--- src/sv/ptp_pkg.sv ---
package ptp_pkg;

	typedef enum logic [1:0] {
		KIND_SPHERE  = 2'd0,
		KIND_BOX     = 2'd1,
		KIND_CAPSULE = 2'd2,
		KIND_NONE    = 2'd3
	} kind_e;

	typedef enum logic [2:0] {
		REG_SHAPE_KIND = 3'd0,
		REG_ORIGIN     = 3'd1,
		REG_AXIS_X     = 3'd2,
		REG_AXIS_Y     = 3'd3,
		REG_AXIS_Z     = 3'd4,
		REG_HALF_EXT   = 3'd5,
		REG_RADIUS     = 3'd6,
		REG_HALF_INNER = 3'd7
	} reg_idx_e;

	typedef logic [30:0]        mag_t;
	typedef logic signed [31:0] diff_t;
	typedef logic [61:0]        sum_t;

	localparam mag_t        MAG_SAT    = 31'h4000_0000;
	localparam logic [63:0] OUT_MAX    = 64'h0000_000F_FFFF_FFFF;
	localparam int          SQRT_STEPS = 31;
	// front 3 + shape 3 + root steps + post 3
	localparam int          LATENCY    = 6 + SQRT_STEPS + 3;

	typedef struct packed {
		kind_e       kind;
		logic [47:0] origin;
		logic [47:0] axis_x;
		logic [47:0] axis_y;
		logic [47:0] axis_z;
		logic [47:0] half_ext;
		logic [14:0] radius;
		logic [14:0] half_inner;
	} cfg_t;

	typedef struct packed {
		logic       valid;
		kind_e      kind;
		mag_t [2:0] a;
		mag_t [2:0] dmag;
	} proj_t;

	typedef struct packed {
		logic  valid;
		kind_e kind;
		sum_t  x;
	} sumtok_t;

	typedef struct packed {
		logic  valid;
		kind_e kind;
		sum_t  x;
		sum_t  res;
	} root_t;

endpackage

--- src/sv/ptp_post.sv ---
module ptp_post #(
	parameter int COORD_FRAC_BITS = 8
) (
	input  logic            clk,
	input  logic            arst_n,
	input  ptp_pkg::root_t  in,
	input  logic [14:0]     radius,
	output logic            done,
	output logic [35:0]     sq_distance
);
	import ptp_pkg::*;

	localparam int          TF  = 2 * COORD_FRAC_BITS;
	localparam int          RSH = TF >= 16 ? TF - 16 : 0;
	localparam int          LSH = TF >= 16 ? 0 : 16 - TF;
	localparam logic [63:0] RND = (64'd1 << RSH) >> 1;

	logic is_root;
	mag_t root;
	mag_t rad;
	mag_t m;

	sum_t  val_s1;
	logic  root_s1;
	logic  vld_s1;
	kind_e kind_s1;
	sum_t  sq_s2;
	logic  vld_s2;
	kind_e kind_s2;
	logic [63:0] w;
	logic [35:0] res_c;
	logic [35:0] sq_s3;
	logic        vld_s3;

	always_comb begin
		is_root = in.kind == KIND_SPHERE || in.kind == KIND_CAPSULE;
		root    = in.res[30:0];
		rad     = mag_t'(radius);
		m       = root >= rad ? root - rad : rad - root;
	end

	// move to 16 fraction bits: round on a right shift, clamp to OUT_MAX; kind NONE gives zero
	always_comb begin
		if (TF >= 16)
			w = (64'(sq_s2) + RND) >> RSH;
		else if (64'(sq_s2) > (OUT_MAX >> LSH))
			w = OUT_MAX;
		else
			w = 64'(sq_s2) << LSH;
		if (kind_s2 == KIND_NONE)
			res_c = '0;
		else if (w > OUT_MAX)
			res_c = OUT_MAX[35:0];
		else
			res_c = w[35:0];
	end

	always_ff @(posedge clk or negedge arst_n) begin
		if (!arst_n) begin
			vld_s1 <= 1'b0;
			vld_s2 <= 1'b0;
			vld_s3 <= 1'b0;
		end else begin
			vld_s1 <= in.valid;
			vld_s2 <= vld_s1;
			vld_s3 <= vld_s2;
		end
	end

	always_ff @(posedge clk) begin
		val_s1  <= is_root ? sum_t'(m) : in.x;
		root_s1 <= is_root;
		kind_s1 <= in.kind;
		sq_s2   <= root_s1 ? sum_t'(val_s1[30:0]) * sum_t'(val_s1[30:0]) : val_s1;
		kind_s2 <= kind_s1;
		sq_s3   <= res_c;
	end

	assign done        = vld_s3;
	assign sq_distance = sq_s3;

endmodule

--- config.mk ---
export PLATFORM = sky130hd
export DESIGN_NAME = ptp_post
export DESIGN_NICKNAME = d
export VERILOG_FILES = /design/src/sv/ptp_pkg.sv /design/src/sv/ptp_post.sv
export SDC_FILE = /design/constraint.sdc
export NUM_CORES = 2
export LEC_CHECK = 0
export ABC_AREA = 0
export BUFFER_PORTS_ARGS = -buffer_cell sky130_fd_sc_hd__buf_2
export CORE_MARGIN = 5
export CORE_UTILIZATION = 38
export DETAILED_ROUTE_END_ITERATION = 16
export GPL_TIMING_DRIVEN = 0
export HOLD_SLACK_MARGIN = 0.02
export SLEW_MARGIN = 40
export SYNTH_ARGS = -nofsm -noshare
export SYNTH_HDL_FRONTEND = slang
export SYNTH_SLANG_ARGS = --single-unit
--- constraint.sdc ---
create_clock -name clk -period 15.5 [get_ports clk]
set_input_delay 2.325 -clock clk [delete_from_list [all_inputs] [get_ports clk]]
set_output_delay 2.325 -clock clk [all_outputs]
set_load 0.05 [all_outputs]
Word-level counts from Yosys, hierarchy flattened:

Cells that the tools add are included.
Widths: inputs -> output; s select.

* word-level logic and storage cells: 23
* flip-flop bits (word level): 168
* output and inout bits: 37

* add/subtract/negate cells: 2
* multiplexer cells: 4
* eq/ne operators: 2
* magnitude comparators: 2
* multipliers: 1
* reduce and logical (&&, ||, !) cells: 2

Operators by type and width (number)
* $gt 62x36->1 const B: 1
* $mul 31x31->62: 1
* $mux 31: 2
* $mux 62: 1
* $mux 36: 1
* $ge 31x15->1: 1
* $sub 15x31->31: 1
* $sub 31x15->31: 1
* $eq 2x2->1 const B: 2
* $logic_not 2->1: 1
* $logic_or 1x1->1: 1

Depth between registers and ports, before layout:

* word-level depth: 3
* depth in mapped cells: 30

Least setup slack after synthesis:

Ideal clock, no wire load.

* kind: reg-to-reg
* start point: reg val_s1[4]
* end point: reg sq_s2[60]
* cell stages (with the launch flop): 28
* arrival: 7705 ps
* slack: 7675 ps
* setup time: 121 ps
* path buffers: 2
* path through: dfxtp_1 clkbuf_1 clkbuf_1 nand2_1 fa_1 inv_1 fa_1 fa_1 inv_1 fa_1 inv_1 fa_1 inv_1 fa_1 inv_1 fa_1 fa_1 ha_1 a21o_1 a21o_1 a221o_1 o311ai_0 a21oi_1 o21ai_0 o21ai_0 a221oi_1 xnor2_1 mux2_2

* longest elaborated chain between the ends: 2

Ends and longest elaborated chain
* start, declared: line ptp_post.sv:23 `sum_t val_s1;`
* start signal, assigned: line ptp_post.sv:71 `val_s1 <= is_root ? sum_t'(m) : in.x;`
* $mul 31x31->62: line ptp_post.sv:74 `sq_s2 <= root_s1 ? sum_t'(val_s1[30:0]) * sum_t'(val_s1[30:0]) : val_s1;`
* $mux 62: line ptp_post.sv:74
* end signal, assigned: line ptp_post.sv:74
* end, declared: line ptp_post.sv:27 `sum_t sq_s2;`

No other way between the ends.
A chain may end at the register's enable or synchronous reset.

Worst setup path after layout:

Same ends and word-level chain as after synthesis.

==> results summary <==
The run finished with clean final reports. The biggest area contributor in the post-synthesis netlist is fa_1. The arithmetic-cell share of the synthesized area counting full adders, half adders and majority gates is 54.90%.

The utilization after layout came out at 41.32%. The number of cells on the worst reg-to-reg path is 28. The compound-cell area share of the yosys netlist is 7.383%. The floorplan has 110 rows.

The routed length per placed instance came out at 22.06 um. Summed over all nets, the half-perimeter wirelength after detailed placement is 91390 um. The number of different library cells in the post-synthesis netlist came out at 64. The number of hold-slack violations in the final timing report is 0. The critical path in this run is classified as reg2reg. The post-cts repair resize count came out at 0. The final number of setup-violating endpoints came out at 0.

The worst hold path belongs to the class reg2reg. The met3 layer usage reported by global route came out at 3.686%. On the final layout, the worst clock skew is 0.02490 ns.

Among all flip-flop cells after synthesis, the most frequent one is dfxtp_1. The pin count of the biggest net entering global routing is 18. The synthesis-to-layout area growth is 8.361%.

The hold-critical path depth came out at 0. Of the post-synthesis cell area, the part taken by muxes is 1.813%. The post-synthesis cell count is 3657. Pin placement for this block handled 181 I/O pins.

The first routing iteration left 1779 violations. The y dimension of the die came out at 309.8 um. After clock tree synthesis, the clock-pin slew on the worst setup and hold paths is 0.09 ns. By area the synthesized netlist is led by fa_1, ha_1, inv_1. In this run the critical register-to-register path is launched from val_s1[4]. The xor-xnor portion of the synthesized cell area is 2.615%. The delay of the slowest cell on the worst path is 0.82 ns. The die covers 0.09600 mm^2. The end point of the most critical hold path is kind_s2[0]. Max-cap violations in this run came to 0. Yosys printed 0 warnings. The number of buffers created by CTS is 17. The required arrival time at the worst endpoint is 15.87 ns. Yosys mapped a number of flops with a built-in enable equal to 0. The synthesized area per cell came out at 9.342 um^2. The global routing usage on met1 is 29.23%. The overflow left after global routing came out at 0. The capture point of the worst reg-to-reg path is sq_s2[60]. Once detail routing completed, the nets flagged for antenna violations numbered 0. The post-synthesis cell area came out at 0.03417 mm^2.

The total negative slack came out at 0 ns. The clock sink count came out at 168. The CTS tree is built. The horizontal die dimension came out at 309.8 um. The worst pin sits at a relative slew slack of 34.88%. Once the floorplan was initialized, standard cells occupied 38.13% of the core. The most numerous cell type found on the critical path is fa_1. The post-CTS setup-driven buffer insertion count came out at 0.

The async set or reset register ratio after synthesis came out at 1.786%. Setup repair after global routing left no endpoint under its margin. The launch point of the worst hold path is kind_s1[0]. The dominant combinational cell family by area after synthesis is adder cells.

The last weighted congestion value of the routability-driven placer is 0.9565. The number of vias after detailed routing came out at 25423. The slowest stage of the critical path is the dfxtp_1 cell. The number of nets in the finished design came out at 5018. The kind of end point of the critical path is a register. The overall routed net length came out at 110800 um. The residual DRC count came out at 0. The synthesized-area fraction occupied by and/or/nand/nor cells is 11.37%. The max-slew violation count came out at 0. The number of storage elements in the synthesis netlist is 168. The via count of the first global-routing pass came to 27708. The placeable core area is 0.08960 mm^2. Buffers inserted to repair hold after CTS numbered 0. Synthesis produced a netlist with a net count of 4850. The instance count after placement with tap cells included came out at 4982. Counting along the longest clock path gives a buffer depth of 2. The first global-routing pass estimated 169000 um of wire. The overall global routing resource usage came out at 23.79%. The upper clock frequency limit came out at 0.09615 GHz. In this run the biggest area consumer among cell types represents 43.95% of the synthesized area. The maximum level of the CTS H-tree is 4. The proportion of layout cells with a drive suffix above 1 is 7.869%. The slack of the worst reg-to-reg path came out at 5.10 ns. The layer flagged by global routing as most heavily used is met2. The kind of start point of the critical path is a register. In this design, the largest share of critical-path delay is due to adder cells.

The final period utilization is 67.10%. The met2 usage in global routing is 40.92%. The buffer and inverter count on the worst path came out at 8. The top fanout value on the critical path came out at 10. Hold timing on the final database bottoms out at a slack of 0.3182 ns. The tree is rooted in a clkbuf_16.

STA puts the critical path data arrival time at 10.77 ns. For this run, the detailed router's first-pass iteration total came to 6. The number of antenna violations at the first check in global routing came out at 15. The clock insertion delay at the later pin of the skew report came out at 0.50 ns.

The time the final worst path needs with I/O delays and setup is 10.40 ns. The share of the yosys chip area belonging to registers came out at 9.888%. The actual slew at the worst max-slew pin came out at 0.9768 ns. The via density per instance is 5.064. The count of buffers added on input and output ports is 149.

The finished layout holds 5020 standard cells, fillers aside.
## registers in the layout, indices dropped and copies added, names as in the netlist
signal       count
done             1
kind_s1          2
kind_s2          2
root_s1          1
sq_distance     36
sq_s2           62
val_s1          62
vld_s1           1
vld_s2           1
## synth_stat cells, types with 15 or more instances
master	instances
o21ai_0	88
nand4_1	18
o21a_1	42
nand2_1	343
nor3_1	15
clkbuf_1	141
xor2_1	50
mux2_2	47
and2_1	220
nor2b_1	17
fa_1	750
a21o_1	70
xnor2_1	52
nand3_1	22
ha_1	299
a21oi_1	102
nor2_1	95
inv_1	946
dfxtp_1	165
## cells in the final DEF, fill, tap and decap left out, drive strengths merged, types with 11 or more instances in the layout
cell and count:
and3 11, o21a 42, nand3 22, nor2 96, a21o 70, dfxtp 165
a21oi 103, nand4 18, and2 220, xnor2 52, nor4 11, clkbuf 160
inv 955, mux2 47, fa 750, nor3 17, buf 153, o21ai 92
nand2 343, xor2 50, ha 299, nor2b 17
## metal layers
metal,wire length [um],up-vias
li1,-,11272
met1,42040,12860
met2,54120,983
met3,7481,306
met4,7112,2
met5,13,-
## layout make-up
class / instances / area, um^2
Timing Repair Buffer: 149 / 745.7
Fill cell: 8946 / 52580
Clock buffer: 19 / 442.9
Clock inverter: 13 / 125.1
Antenna cell: 6 / 15.01
Buffer: 145 / 608.1
Multi-Input combinational cell: 2396 / 26680
Tap cell: 1176 / 1471
Sequential cell: 168 / 3378
Inverter: 948 / 3558
## cell families (layout without fill, tap and decap cells)
group / count (synthesis) / in the layout
buf+inv: 1093 / 1274
xor+xnor: 102 / 102
simple gates: 795 / 795
mux: 56 / 56
compound gates: 394 / 394
flops: 168 / 168
other cells: 0 / 6
fa+ha+maj: 1049 / 1049
## stage by stage
| stage | setup WS (ns) | instance area, um^2 |
|---|---|---|
| CTS | 5.283 | 37000 |
| floorplan | 7.675 | 34170 |
| finish | 5.100 | 37020 |
| global placement | 4.689 | 36380 |
| global route | 4.707 | 37010 |
| detailed placement | 5.351 | 36430 |
## worst max path at each step
stage	endpoint	depth (start not counted)	startpoint	slack, ns
final	sq_s2[60]	28	val_s1[4]	5.10
after global routing	sq_s2[60]	28	val_s1[4]	4.71
after CTS	sq_s2[60]	28	val_s1[4]	5.28
after detailed placement	sq_s2[60]	28	val_s1[12]	5.35
after global placement	sq_s2[60]	27	val_s1[4]	4.69
after floorplan	sq_s2[60]	27	val_s1[4]	7.67
Power is left out: the tool's default activity adds up to more than one toggle a clock period on the data nets, which glitch-free logic cannot reach.
